[src/rtl/core/bfas_pkg.sv]
package bfas_pkg;

    localparam logic [3:0] JOB_COUNT_RESET = 4'd4;

    // microcode step addresses, in program order
    typedef enum logic [3:0] {
        ST_INIT,
        ST_ENTER,
        ST_PUSH,
        ST_SW_A,
        ST_SW_B,
        ST_EV_RD,
        ST_EV_ACC,
        ST_EV_CMP,
        ST_RET,
        ST_UN_A,
        ST_UN_B,
        ST_INC,
        ST_CLR,
        ST_OUT_INIT,
        ST_OUT_EMIT,
        ST_HALT
    } t_step;

    typedef enum logic [3:0] {
        OP_NOP,
        OP_INIT,
        OP_CLR_SUM,
        OP_PUSH,
        OP_SWAP_A,
        OP_SWAP_B,
        OP_RD,
        OP_ACC,
        OP_CMP,
        OP_POP,
        OP_INC,
        OP_IDX_CLR,
        OP_P_CLR,
        OP_EMIT
    } t_op;

    typedef enum logic [2:0] {
        CND_NONE,
        CND_ALWAYS,
        CND_LEAF,
        CND_P_MORE,
        CND_IDX_MORE,
        CND_LVL_ZERO
    } t_cond;

    typedef struct packed {
        t_op   op;
        logic  lvl_up;
        t_cond cond;
        t_step target;
    } t_ctrl;

    typedef struct packed {
        logic leaf;
        logic p_more;
        logic idx_more;
        logic lvl_zero;
    } t_status;

    // control store
    function automatic t_ctrl ucode(input t_step s);
        t_ctrl w;
        w = '{op: OP_NOP, lvl_up: 1'b0, cond: CND_NONE, target: ST_INIT};
        case (s)
            ST_INIT: w.op = OP_INIT;
            ST_ENTER: begin
                w.op     = OP_CLR_SUM;
                w.cond   = CND_LEAF;
                w.target = ST_EV_RD;
            end
            ST_PUSH: w.op = OP_PUSH;
            ST_SW_A: w.op = OP_SWAP_A;
            ST_SW_B: begin
                w.op     = OP_SWAP_B;
                w.lvl_up = 1'b1;
                w.cond   = CND_ALWAYS;
                w.target = ST_ENTER;
            end
            ST_EV_RD: w.op = OP_RD;
            ST_EV_ACC: begin
                w.op     = OP_ACC;
                w.cond   = CND_P_MORE;
                w.target = ST_EV_RD;
            end
            ST_EV_CMP: w.op = OP_CMP;
            ST_RET: begin
                w.op     = OP_POP;
                w.cond   = CND_LVL_ZERO;
                w.target = ST_OUT_INIT;
            end
            ST_UN_A: w.op = OP_SWAP_A;
            ST_UN_B: w.op = OP_SWAP_B;
            ST_INC: begin
                w.op     = OP_INC;
                w.cond   = CND_IDX_MORE;
                w.target = ST_SW_A;
            end
            ST_CLR: begin
                w.op     = OP_IDX_CLR;
                w.cond   = CND_ALWAYS;
                w.target = ST_RET;
            end
            ST_OUT_INIT: w.op = OP_P_CLR;
            ST_OUT_EMIT: begin
                w.op     = OP_EMIT;
                w.cond   = CND_P_MORE;
                w.target = ST_OUT_EMIT;
            end
            ST_HALT: w.op = OP_NOP;
            default: w.op = OP_NOP;
        endcase
        return w;
    endfunction

endpackage

[src/rtl/core/brute_force_assignment_search.sv]
// Exhaustive assignment search. Cost words are written one per cycle while busy is low;
// a word with i_last_entry set is stored and starts the search over all n! job orders,
// n being the job count register limited to 1..MAX_JOBS. The search runs on a small
// microcoded sequencer and reads the cost store once per person per order. Then n words
// are reported one per cycle, one per person, each marked by o_strobe for a single cycle.
// Busy stays high throughout, including the cycle of the last word, and falls in the
// cycle after it. The receiver cannot hold results off: take each word in the cycle it is
// shown. Write the job count only while busy is low.
module brute_force_assignment_search #(
    parameter int MAX_JOBS  = 8,
    parameter int COST_BITS = 16
) (
    input  logic        i_clk,
    input  logic        i_rst_n,
    input  logic        start,
    input  logic [2:0]  i_job_index,
    input  logic [2:0]  i_person_index,
    input  logic [15:0] i_cost,
    input  logic        i_last_entry,
    input  logic        i_cfg_we,
    input  logic [3:0]  i_cfg_wdata,
    output logic        busy,
    output logic        o_strobe,
    output logic [2:0]  o_person_slot,
    output logic [2:0]  o_assigned_job,
    output logic [18:0] o_min_total_cost,
    output logic [15:0] o_permutations_checked,
    output logic        o_last_result
);

    localparam int DEPTH = MAX_JOBS * MAX_JOBS;
    localparam int AW    = (DEPTH > 1) ? $clog2(DEPTH) : 1;
    localparam int NW    = $clog2(MAX_JOBS + 1);

    logic [3:0]              r_job_count;
    logic [NW-1:0]           w_side;
    logic                    w_accept;
    logic                    w_in_range;
    logic                    w_we;
    logic                    w_go;
    logic [AW-1:0]           w_waddr;
    logic [COST_BITS+15:0]   w_cost_ext;
    logic                    w_rd_en;
    logic [AW-1:0]           w_rd_addr;
    logic [COST_BITS-1:0]    w_rd_data;
    bfas_pkg::t_ctrl         w_ctrl;
    bfas_pkg::t_status       w_status;

    always_ff @(posedge i_clk) begin
        if (!i_rst_n) begin
            r_job_count <= bfas_pkg::JOB_COUNT_RESET;
        end else if (i_cfg_we) begin
            r_job_count <= i_cfg_wdata;
        end
    end

    // clamp the side in use to 1..MAX_JOBS
    always_comb begin
        if (r_job_count == 4'd0) begin
            w_side = NW'(1);
        end else if (32'(r_job_count) > MAX_JOBS) begin
            w_side = NW'(MAX_JOBS);
        end else begin
            w_side = NW'(r_job_count);
        end
    end

    assign w_accept   = start && !busy;
    assign w_in_range = (32'(i_job_index) < MAX_JOBS) && (32'(i_person_index) < MAX_JOBS);
    assign w_we       = w_accept && w_in_range;
    assign w_go       = w_accept && i_last_entry;
    assign w_waddr    = AW'(32'(i_job_index) * MAX_JOBS + 32'(i_person_index));
    assign w_cost_ext = {{COST_BITS{1'b0}}, i_cost};

    bfas_ram #(
        .WIDTH (COST_BITS),
        .DEPTH (DEPTH)
    ) u_cost_ram (
        .i_clk   (i_clk),
        .i_we    (w_we),
        .i_waddr (w_waddr),
        .i_wdata (w_cost_ext[COST_BITS-1:0]),
        .i_re    (w_rd_en),
        .i_raddr (w_rd_addr),
        .o_rdata (w_rd_data)
    );

    bfas_sequencer u_seq (
        .i_clk    (i_clk),
        .i_rst_n  (i_rst_n),
        .i_go     (w_go),
        .i_status (w_status),
        .o_ctrl   (w_ctrl),
        .o_busy   (busy)
    );

    bfas_datapath #(
        .MAX_JOBS  (MAX_JOBS),
        .COST_BITS (COST_BITS)
    ) u_dp (
        .i_clk                  (i_clk),
        .i_rst_n                (i_rst_n),
        .i_ctrl                 (w_ctrl),
        .i_go                   (w_go),
        .i_side                 (w_side),
        .o_status               (w_status),
        .o_rd_en                (w_rd_en),
        .o_rd_addr              (w_rd_addr),
        .i_rd_data              (w_rd_data),
        .o_strobe               (o_strobe),
        .o_person_slot          (o_person_slot),
        .o_assigned_job         (o_assigned_job),
        .o_min_total_cost       (o_min_total_cost),
        .o_permutations_checked (o_permutations_checked),
        .o_last_result          (o_last_result)
    );

endmodule

[src/rtl/core/bfas_ram.sv]
module bfas_ram #(
    parameter int WIDTH = 16,
    parameter int DEPTH = 64,
    localparam int ADDR_W = (DEPTH > 1) ? $clog2(DEPTH) : 1
) (
    input  logic              i_clk,
    input  logic              i_we,
    input  logic [ADDR_W-1:0] i_waddr,
    input  logic [WIDTH-1:0]  i_wdata,
    input  logic              i_re,
    input  logic [ADDR_W-1:0] i_raddr,
    output logic [WIDTH-1:0]  o_rdata
);

    logic [WIDTH-1:0] r_mem [DEPTH];
    logic [WIDTH-1:0] r_rdata;

    always_ff @(posedge i_clk) begin
        if (i_we) begin
            r_mem[i_waddr] <= i_wdata;
        end
        if (i_re) begin
            r_rdata <= r_mem[i_raddr];
        end
    end

    assign o_rdata = r_rdata;

endmodule

[src/rtl/core/bfas_sequencer.sv]
module bfas_sequencer (
    input  logic             i_clk,
    input  logic             i_rst_n,
    input  logic             i_go,
    input  bfas_pkg::t_status i_status,
    output bfas_pkg::t_ctrl   o_ctrl,
    output logic             o_busy
);

    bfas_pkg::t_step r_step;
    bfas_pkg::t_step n_step;
    logic            r_run;
    logic            n_run;
    bfas_pkg::t_ctrl w_word;
    logic            w_take;

    always_ff @(posedge i_clk) begin
        if (!i_rst_n) begin
            r_step <= bfas_pkg::ST_INIT;
            r_run  <= 1'b0;
        end else begin
            r_step <= n_step;
            r_run  <= n_run;
        end
    end

    always_comb begin
        w_word = bfas_pkg::ucode(r_step);
        case (w_word.cond)
            bfas_pkg::CND_ALWAYS:   w_take = 1'b1;
            bfas_pkg::CND_LEAF:     w_take = i_status.leaf;
            bfas_pkg::CND_P_MORE:   w_take = i_status.p_more;
            bfas_pkg::CND_IDX_MORE: w_take = i_status.idx_more;
            bfas_pkg::CND_LVL_ZERO: w_take = i_status.lvl_zero;
            default:                w_take = 1'b0;
        endcase

        n_step = r_step;
        n_run  = r_run;
        if (!r_run) begin
            if (i_go) begin
                n_step = bfas_pkg::ST_INIT;
                n_run  = 1'b1;
            end
        end else if (r_step == bfas_pkg::ST_HALT) begin
            n_run = 1'b0;
        end else if (w_take) begin
            n_step = w_word.target;
        end else begin
            n_step = bfas_pkg::t_step'(4'(r_step) + 4'd1);
        end

        o_ctrl = w_word;
        if (!r_run) begin
            o_ctrl.op     = bfas_pkg::OP_NOP;
            o_ctrl.lvl_up = 1'b0;
        end
    end

    assign o_busy = r_run;

endmodule

[src/rtl/core/bfas_datapath.sv]
module bfas_datapath #(
    parameter int MAX_JOBS  = 8,
    parameter int COST_BITS = 16,
    localparam int AW = (MAX_JOBS * MAX_JOBS > 1) ? $clog2(MAX_JOBS * MAX_JOBS) : 1,
    localparam int NW = $clog2(MAX_JOBS + 1)
) (
    input  logic                 i_clk,
    input  logic                 i_rst_n,
    input  bfas_pkg::t_ctrl      i_ctrl,
    input  logic                 i_go,
    input  logic [NW-1:0]        i_side,
    output bfas_pkg::t_status    o_status,
    output logic                 o_rd_en,
    output logic [AW-1:0]        o_rd_addr,
    input  logic [COST_BITS-1:0] i_rd_data,
    output logic                 o_strobe,
    output logic [2:0]           o_person_slot,
    output logic [2:0]           o_assigned_job,
    output logic [18:0]          o_min_total_cost,
    output logic [15:0]          o_permutations_checked,
    output logic                 o_last_result
);

    localparam int IW    = (MAX_JOBS > 1) ? $clog2(MAX_JOBS) : 1;
    localparam int TOT_W = COST_BITS + $clog2(MAX_JOBS);

    logic [IW-1:0]    r_perm      [MAX_JOBS];
    logic [IW-1:0]    r_idx       [MAX_JOBS];
    logic [IW-1:0]    r_best_perm [MAX_JOBS];
    logic [IW-1:0]    r_lvl;
    logic [IW-1:0]    r_p;
    logic [IW-1:0]    r_tmp;
    logic [NW-1:0]    r_n;
    logic [TOT_W-1:0] r_sum;
    logic [TOT_W-1:0] r_best;
    logic             r_have;
    logic [15:0]      r_cnt;

    logic             r_o_strobe;
    logic [2:0]       r_o_slot;
    logic [2:0]       r_o_job;
    logic [18:0]      r_o_total;
    logic [15:0]      r_o_cnt;
    logic             r_o_last;

    logic [IW-1:0]    w_cur;
    logic             w_better;
    logic [IW+2:0]    w_slot_ext;
    logic [IW+2:0]    w_job_ext;
    logic [TOT_W+18:0] w_total_ext;

    assign w_cur    = r_idx[r_lvl];
    assign w_better = !r_have || (r_sum < r_best);

    assign w_slot_ext  = {3'b000, r_p};
    assign w_job_ext   = {3'b000, r_best_perm[r_p]};
    assign w_total_ext = {19'd0, r_best};

    assign o_status.leaf     = (32'(r_lvl) + 1) >= 32'(r_n);
    assign o_status.p_more   = (32'(r_p) + 1) < 32'(r_n);
    assign o_status.idx_more = (32'(w_cur) + 1) < 32'(r_n);
    assign o_status.lvl_zero = (r_lvl == '0);

    // cost of job perm[p] given to person p
    assign o_rd_en   = (i_ctrl.op == bfas_pkg::OP_RD);
    assign o_rd_addr = AW'(32'(r_perm[r_p]) * MAX_JOBS + 32'(r_p));

    always_ff @(posedge i_clk) begin
        if (!i_rst_n) begin
            r_lvl      <= '0;
            r_p        <= '0;
            r_have     <= 1'b0;
            r_cnt      <= '0;
            r_o_strobe <= 1'b0;
        end else begin
            r_o_strobe <= (i_ctrl.op == bfas_pkg::OP_EMIT);
            case (i_ctrl.op)
                bfas_pkg::OP_INIT: begin
                    r_lvl  <= '0;
                    r_have <= 1'b0;
                    r_cnt  <= '0;
                end
                bfas_pkg::OP_CLR_SUM: r_p <= '0;
                bfas_pkg::OP_ACC:     r_p <= r_p + 1'b1;
                bfas_pkg::OP_CMP: begin
                    r_have <= 1'b1;
                    r_cnt  <= r_cnt + 16'd1;
                end
                bfas_pkg::OP_POP: begin
                    if (r_lvl != '0) begin
                        r_lvl <= r_lvl - 1'b1;
                    end
                end
                bfas_pkg::OP_P_CLR: r_p <= '0;
                bfas_pkg::OP_EMIT:  r_p <= r_p + 1'b1;
                default: ;
            endcase
            if (i_ctrl.lvl_up) begin
                r_lvl <= r_lvl + 1'b1;
            end
        end
    end

    always_ff @(posedge i_clk) begin
        if (i_go) begin
            r_n <= i_side;
        end
        case (i_ctrl.op)
            bfas_pkg::OP_INIT: begin
                for (int k = 0; k < MAX_JOBS; k++) begin
                    r_perm[k] <= IW'(k);
                    r_idx[k]  <= '0;
                end
                r_best <= '1;
            end
            bfas_pkg::OP_CLR_SUM: r_sum <= '0;
            bfas_pkg::OP_PUSH:    r_idx[r_lvl] <= r_lvl;
            bfas_pkg::OP_SWAP_A:  r_tmp <= r_perm[w_cur];
            bfas_pkg::OP_SWAP_B: begin
                // same slot on both sides leaves it unchanged
                r_perm[w_cur] <= r_perm[r_lvl];
                r_perm[r_lvl] <= r_tmp;
            end
            bfas_pkg::OP_ACC: r_sum <= r_sum + TOT_W'(i_rd_data);
            bfas_pkg::OP_CMP: begin
                // strict compare keeps the earliest cheapest order
                if (w_better) begin
                    r_best <= r_sum;
                    for (int k = 0; k < MAX_JOBS; k++) begin
                        r_best_perm[k] <= r_perm[k];
                    end
                end
            end
            bfas_pkg::OP_INC:     r_idx[r_lvl] <= r_idx[r_lvl] + 1'b1;
            bfas_pkg::OP_IDX_CLR: r_idx[r_lvl] <= '0;
            bfas_pkg::OP_EMIT: begin
                r_o_slot  <= w_slot_ext[2:0];
                r_o_job   <= w_job_ext[2:0];
                r_o_total <= w_total_ext[18:0];
                r_o_cnt   <= r_cnt;
                r_o_last  <= !o_status.p_more;
            end
            default: ;
        endcase
    end

    assign o_strobe               = r_o_strobe;
    assign o_person_slot          = r_o_slot;
    assign o_assigned_job         = r_o_job;
    assign o_min_total_cost       = r_o_total;
    assign o_permutations_checked = r_o_cnt;
    assign o_last_result          = r_o_last;

endmodule
[config.mk]
export PLATFORM = sky130hd
export DESIGN_NAME = brute_force_assignment_search
export DESIGN_NICKNAME = d
export VERILOG_FILES = /design/src/rtl/core/bfas_pkg.sv /design/src/rtl/core/brute_force_assignment_search.sv /design/src/rtl/core/bfas_ram.sv /design/src/rtl/core/bfas_sequencer.sv /design/src/rtl/core/bfas_datapath.sv
export SDC_FILE = /design/constraint.sdc
export NUM_CORES = 2
export LEC_CHECK = 0
export BUFFER_PORTS_ARGS = -buffer_cell sky130_fd_sc_hd__clkbuf_2
export CAP_MARGIN = 20
export CORE_MARGIN = 8
export CORE_UTILIZATION = 50
export CTS_CLUSTER_SIZE = 28
export DETAILED_ROUTE_END_ITERATION = 8
export GPL_ROUTABILITY_DRIVEN = 0
export GPL_TIMING_DRIVEN = 0
export PLACE_DENSITY_LB_ADDON = 0.25
export SYNTH_ARGS = -nofsm -noshare
export SYNTH_HDL_FRONTEND = slang
export SYNTH_HIERARCHICAL = 1
export SYNTH_SLANG_ARGS = --single-unit
[constraint.sdc]
create_clock -name i_clk -period 7.55 [get_ports i_clk]
set_clock_uncertainty 0.1 [all_clocks]
set_input_delay 1.51 -clock i_clk [delete_from_list [all_inputs] [get_ports i_clk]]
set_output_delay 1.51 -clock i_clk [all_outputs]
set_load 0.02 [all_outputs]
# ---- Word level (Yosys, flattened, before mapping)
# Memory sizes are Yosys's and may differ from the RTL's. A register that Yosys moved wholly into a read port is not among the register bits.
# Index checks and enable logic that the tools add are counted.
dict set report totals {
  n_memories 4
  ram_bits 1096
  wordCells 155
  out_inout_bits 44
  register_bits 114
}
# memory words word_bits rd rd_clocked_by_memory_dff wr line_no
set mem_list {}
lappend mem_list {u_cost_ram.r_mem 64 16 1 1 1 bfas_ram.sv:15} ;# logic [WIDTH-1:0] r_mem [DEPTH];
lappend mem_list {u_dp.r_best_perm 8 3 1 1 8 bfas_datapath.sv:29} ;# logic [IW-1:0] r_best_perm [MAX_JOBS];
lappend mem_list {u_dp.r_idx 8 3 1 1 8 bfas_datapath.sv:28} ;# logic [IW-1:0] r_idx [MAX_JOBS];
lappend mem_list {u_dp.r_perm 8 3 11 3 8 bfas_datapath.sv:27} ;# logic [IW-1:0] r_perm [MAX_JOBS];
dict set report classes {
  eq_ne 36
  add_sub_neg 12
  n_lt_le_gt_ge 5
  n_reduce_logical 26
  muxes 54
  bitwise 2
}
# cell n
set op_table {}
lappend op_table {{case mux 19 bit (2 select lines)} 2}
lappend op_table {{< comparator 32 x 4 -> 1 bit} 2}
lappend op_table {{== test 4 bit, second input constant} 14}
lappend op_table {{case mux 4 bit (14 select lines)} 1}
lappend op_table {{case mux 7 bit (7 select lines)} 1}
lappend op_table {{two-way mux 3 bit} 16}
lappend op_table {{== test 4 x 3 -> 1 bit, second input constant} 8}
lappend op_table {{greater-or-equal comparator 32 x 4 -> 1 bit} 1}
lappend op_table {{case mux 16 bit (2 select lines)} 1}
lappend op_table {{two-way mux 1 bit} 22}
lappend op_table {{two-way mux 4 bit} 5}
lappend op_table {{adder 19 x 16 -> 19 bit} 1}
lappend op_table {{< comparator 19 bit} 1}
lappend op_table {{two-way mux 19 bit} 1}
lappend op_table {{adder 16 x 1 -> 16 bit, second input constant} 1}
lappend op_table {{== test 4 x 2 -> 1 bit, second input constant} 4}
lappend op_table {{adder 3 x 1 -> 4 bit, second input constant} 3}
lappend op_table {{adder 6 x 3 -> 6 bit} 2}
lappend op_table {{case mux 3 bit (2 select lines)} 2}
lappend op_table {{OR reduction 2 bit} 5}
lappend op_table {{adder 3 x 1 -> 3 bit, second input constant} 3}
lappend op_table {{OR reduction 3 bit} 3}
lappend op_table {{== test 4 x 1 -> 1 bit, second input constant} 2}
lappend op_table {{zero test 4 bit} 2}
lappend op_table {{other kinds (20)} 32}

# ---- Longest topological paths before layout
dict set report logic_depth {
  ltp_word 11
  depth_mapped 15
}

# ---- Modules after synthesis
# Netlist, hierarchy kept.
# module area_each_um2 n_inst seq_area_each_um2 cells_per_inst
set by_module_without_submodules {}
lappend by_module_without_submodules {bfas_ram 40202.3 1 31230.0 1829}
lappend by_module_without_submodules {bfas_datapath 9811.9 1 5375.2 847}
lappend by_module_without_submodules {bfas_sequencer 643.1 1 100.1 79}
lappend by_module_without_submodules {brute_force_assignment_search 196.4 1 80.1 20}

# ---- Least setup slack after synthesis
# Ideal clock, no wire load.
dict set report synth_path {
  kind {flip-flop to flip-flop}
  startpoint {reg u_seq.r_step[0]}
  endpoint {reg u_dp.r_o_job[0] (netlist: u_dp/o_assigned_job[0]), read port of u_dp.r_best_perm, enable pin}
  setup_slack_ns 2.393
  t_arrival_ns 4.563
  period_less_slack_ns 5.157
  stages_incl_launch_ff 9
  path_cell_list {dfxtp_1 > ha_1 > buf_2 > nor2b_1 > o21ai_0 > a21boi_0 > clkbuf_1 > nand2_1 > nor3_1}
}
# item line_no
set synth_rtl {}
lappend synth_rtl {{from (decl)} bfas_sequencer.sv:10} ;# bfas_pkg::t_step r_step;
lappend synth_rtl {{from (signal assigned)} bfas_sequencer.sv:19} ;# r_step <= bfas_pkg::ST_INIT;
lappend synth_rtl {{from (signal assigned)} bfas_sequencer.sv:22} ;# r_step <= n_step;
lappend synth_rtl {{to (decl)} bfas_datapath.sv:41} ;# logic [2:0] r_o_job;

==> impl_metrics.yaml <==
outcome:
  outcome: "finished clean"
routing:
  drt_iter0_drc: 3064
  drcViolationCount: 0
  vias_per_cell: 6.14
  vias: 27700
  drtPass1Iterations: 6
  routed_wl_um: 127000
  drtAntennaViolNets: 0
  routedWlPerCell_um: 28.2
timing:
  finalSetupViolCount: 0
  hold_violations: 0
  final-max-slew-violation-count: 0
  max_slew_margin_pct: 27.4
  final.setup.tns_ns: 0
  fin_crit_ns: 4.34
  max_freq_mhz: 230
  rsz0062_at_grt: "false"
  tightest_slew_ns: 1.09
  fin_crit_sh_pct: 57.5
  fin_hold_ws_ns: 0.349
clock_tree:
  clockBufferDepth: 3
  htree_num_levels: 4
  numCtsBuffers: 130
  cts_tree: "built"
  cts_root_buffer: "clkbuf_16"
  clk_latency_ns: 0.73
  holdBufCountCts: 0
  post_cts_buffers: 0
  clkSlewWorstSetupHoldPaths_ns: 0.06
  cts.sinks: 1238
  postCtsResizedCells: 0
yosys:
  syn-instance-count: 2771
  syn_nets: 2857
  avgSynthCellArea_sq_um: 18.3
  yosys_warnings: 6
  syn_area_sq_um: 50800
global_routing:
  grt_pass1_wl_um: 186000
  overflow: 0
  grt_antenna_before_repair: 11
  grt.total_usage_pct: 22.6
  grt_max_degree: 65
  grt_pass1_vias: 27600
setup_path:
  crit_path_end: "u_cost_ram/o_rdata[15]$_DFFE_PP_"
  path_max_fanout: 10
  timing.rr.end: "u_cost_ram/o_rdata[15]$_DFFE_PP_"
  critPathLaunchType: "flop"
  ff2ff_setup_slack_ns: 3.21
  cp.required_ns: 7.85
  crit_arrival_ns: 4.65
  worstSetupEndpointType: "flop"
  reg2reg_depth: 9
  critPathKind: "reg2reg"
power_and_ir_drop:
  finalPower_uw: 14100
  leakagePower_uw: 0.0184
  p_per_area_nw_per_um2: 242
  irDropWorstVdd_mv: 0.222
layout:
  fin_nets: 3123
  final_cell_mix: "1199 x edfxtp_1, 244 x mux4_2, 149 x nand2_1, 134 x clkbuf_16, 112 x mux2i_1"
  regArea_sq_um: 36800
  multi_input_area_sq_um: 13100
  drive_above_1_share_pct: 25.0
  fill_cells: 7620
  area_delta_synth_final_pct: 14.5
  final_common_cell: "edfxtp_1"
die:
  initial_core_util_pct: 50.2
  die_y_um: 335
  num_rows: 117
  fp.dieW_um: 335
  io_pins: 75
  coreArea_sq_um: 101000
  dieArea_sq_um: 112000
min_path:
  hold_class: "reg2reg"
  holdPathStages: 0
job:
  max_cap_viol_count: 0
placement:
  io_buffer_count: 68
  dp.final_hpwl_um: 86700
## stage by stage
step,instances,area [sq um],utilization (%),setup WS (ns)
after floorplan,2771,50800,-,2.39
after global placement,4207,52900,52.2,0.783
after detailed placement,4273,54000,53.3,2.73
after CTS,4502,58200,57.4,3.37
after global routing,4503,58200,57.4,3.11
final,4507,58200,57.4,3.21
## where the power goes
group	switching, uW	internal (uW)	leakage, uW
Combinational	253	79.0	0.00534
Sequential	14.1	7560	0.0110
Clock	2550	3620	0.00200
Total	2820	11300	0.0184
## critical path: stages, from the launching register on
cell	delay (ns)
dfxtp_1	0.30
clkbuf_1	0.44
mux4_2	0.59
mux2_2	0.39
buf_4	0.25
clkbuf_1	0.36
nor2_1	0.57
a22oi_1	0.19
a31oi_1	0.60
a311oi_1	0.19
## layout make-up
class                   instances  area share, %
plain buffers                 145           1.61
diodes                          5         0.0215
clock buffers                 174           6.11
repair buffers                134           2.28
flip-flops and latches       1238           63.2
well taps                    1368           2.94
multi-input cells            1348           22.6
clock inverters                55          0.991
inverters                      40          0.258
## state kept, by name, indices dropped and copies added, names as in the netlist, 4 cells and up, named ones only
register,cells
r_job_count,4
u_cost_ram/o_rdata,16
u_cost_ram/r_mem,1024
u_dp/o_min_total_cost,19
u_dp/o_permutations_checked,16
u_dp/r_best,19
u_dp/r_best_perm,24
u_dp/r_cnt,16
u_dp/r_idx,24
u_dp/r_n,4
u_dp/r_perm,24
u_dp/r_sum,19
u_seq/r_step,4
## worst min path at each step
stage,from,to,slack (ns)
floorplan,u_dp/r_p[2]$_SDFFE_PN0N_,u_dp/o_person_slot[2]$_DFFE_PP_,0.32
global placement,u_dp/r_best[9]$_SDFFCE_PN1P_,u_dp/o_min_total_cost[9]$_DFFE_PP_,0.33
detailed placement,u_dp/r_best[10]$_SDFFCE_PN1P_,u_dp/o_min_total_cost[10]$_DFFE_PP_,0.33
CTS,u_dp/r_best[10]$_SDFFCE_PN1P_,u_dp/o_min_total_cost[10]$_DFFE_PP_,0.35
global route,u_dp/r_best[10]$_SDFFCE_PN1P_,u_dp/o_min_total_cost[10]$_DFFE_PP_,0.35
finish,u_dp/r_best[10]$_SDFFCE_PN1P_,u_dp/o_min_total_cost[10]$_DFFE_PP_,0.35
## per-layer routing
metal,vias up,global-route usage [%],wire length [um]
li1,11700,-,-
met1,14300,29.1,48800
met2,1354,37.4,62300
met3,283,5.22,11000
met4,6,8.69,5130
met5,-,0,41
Power figures use the tool's default switching activity.
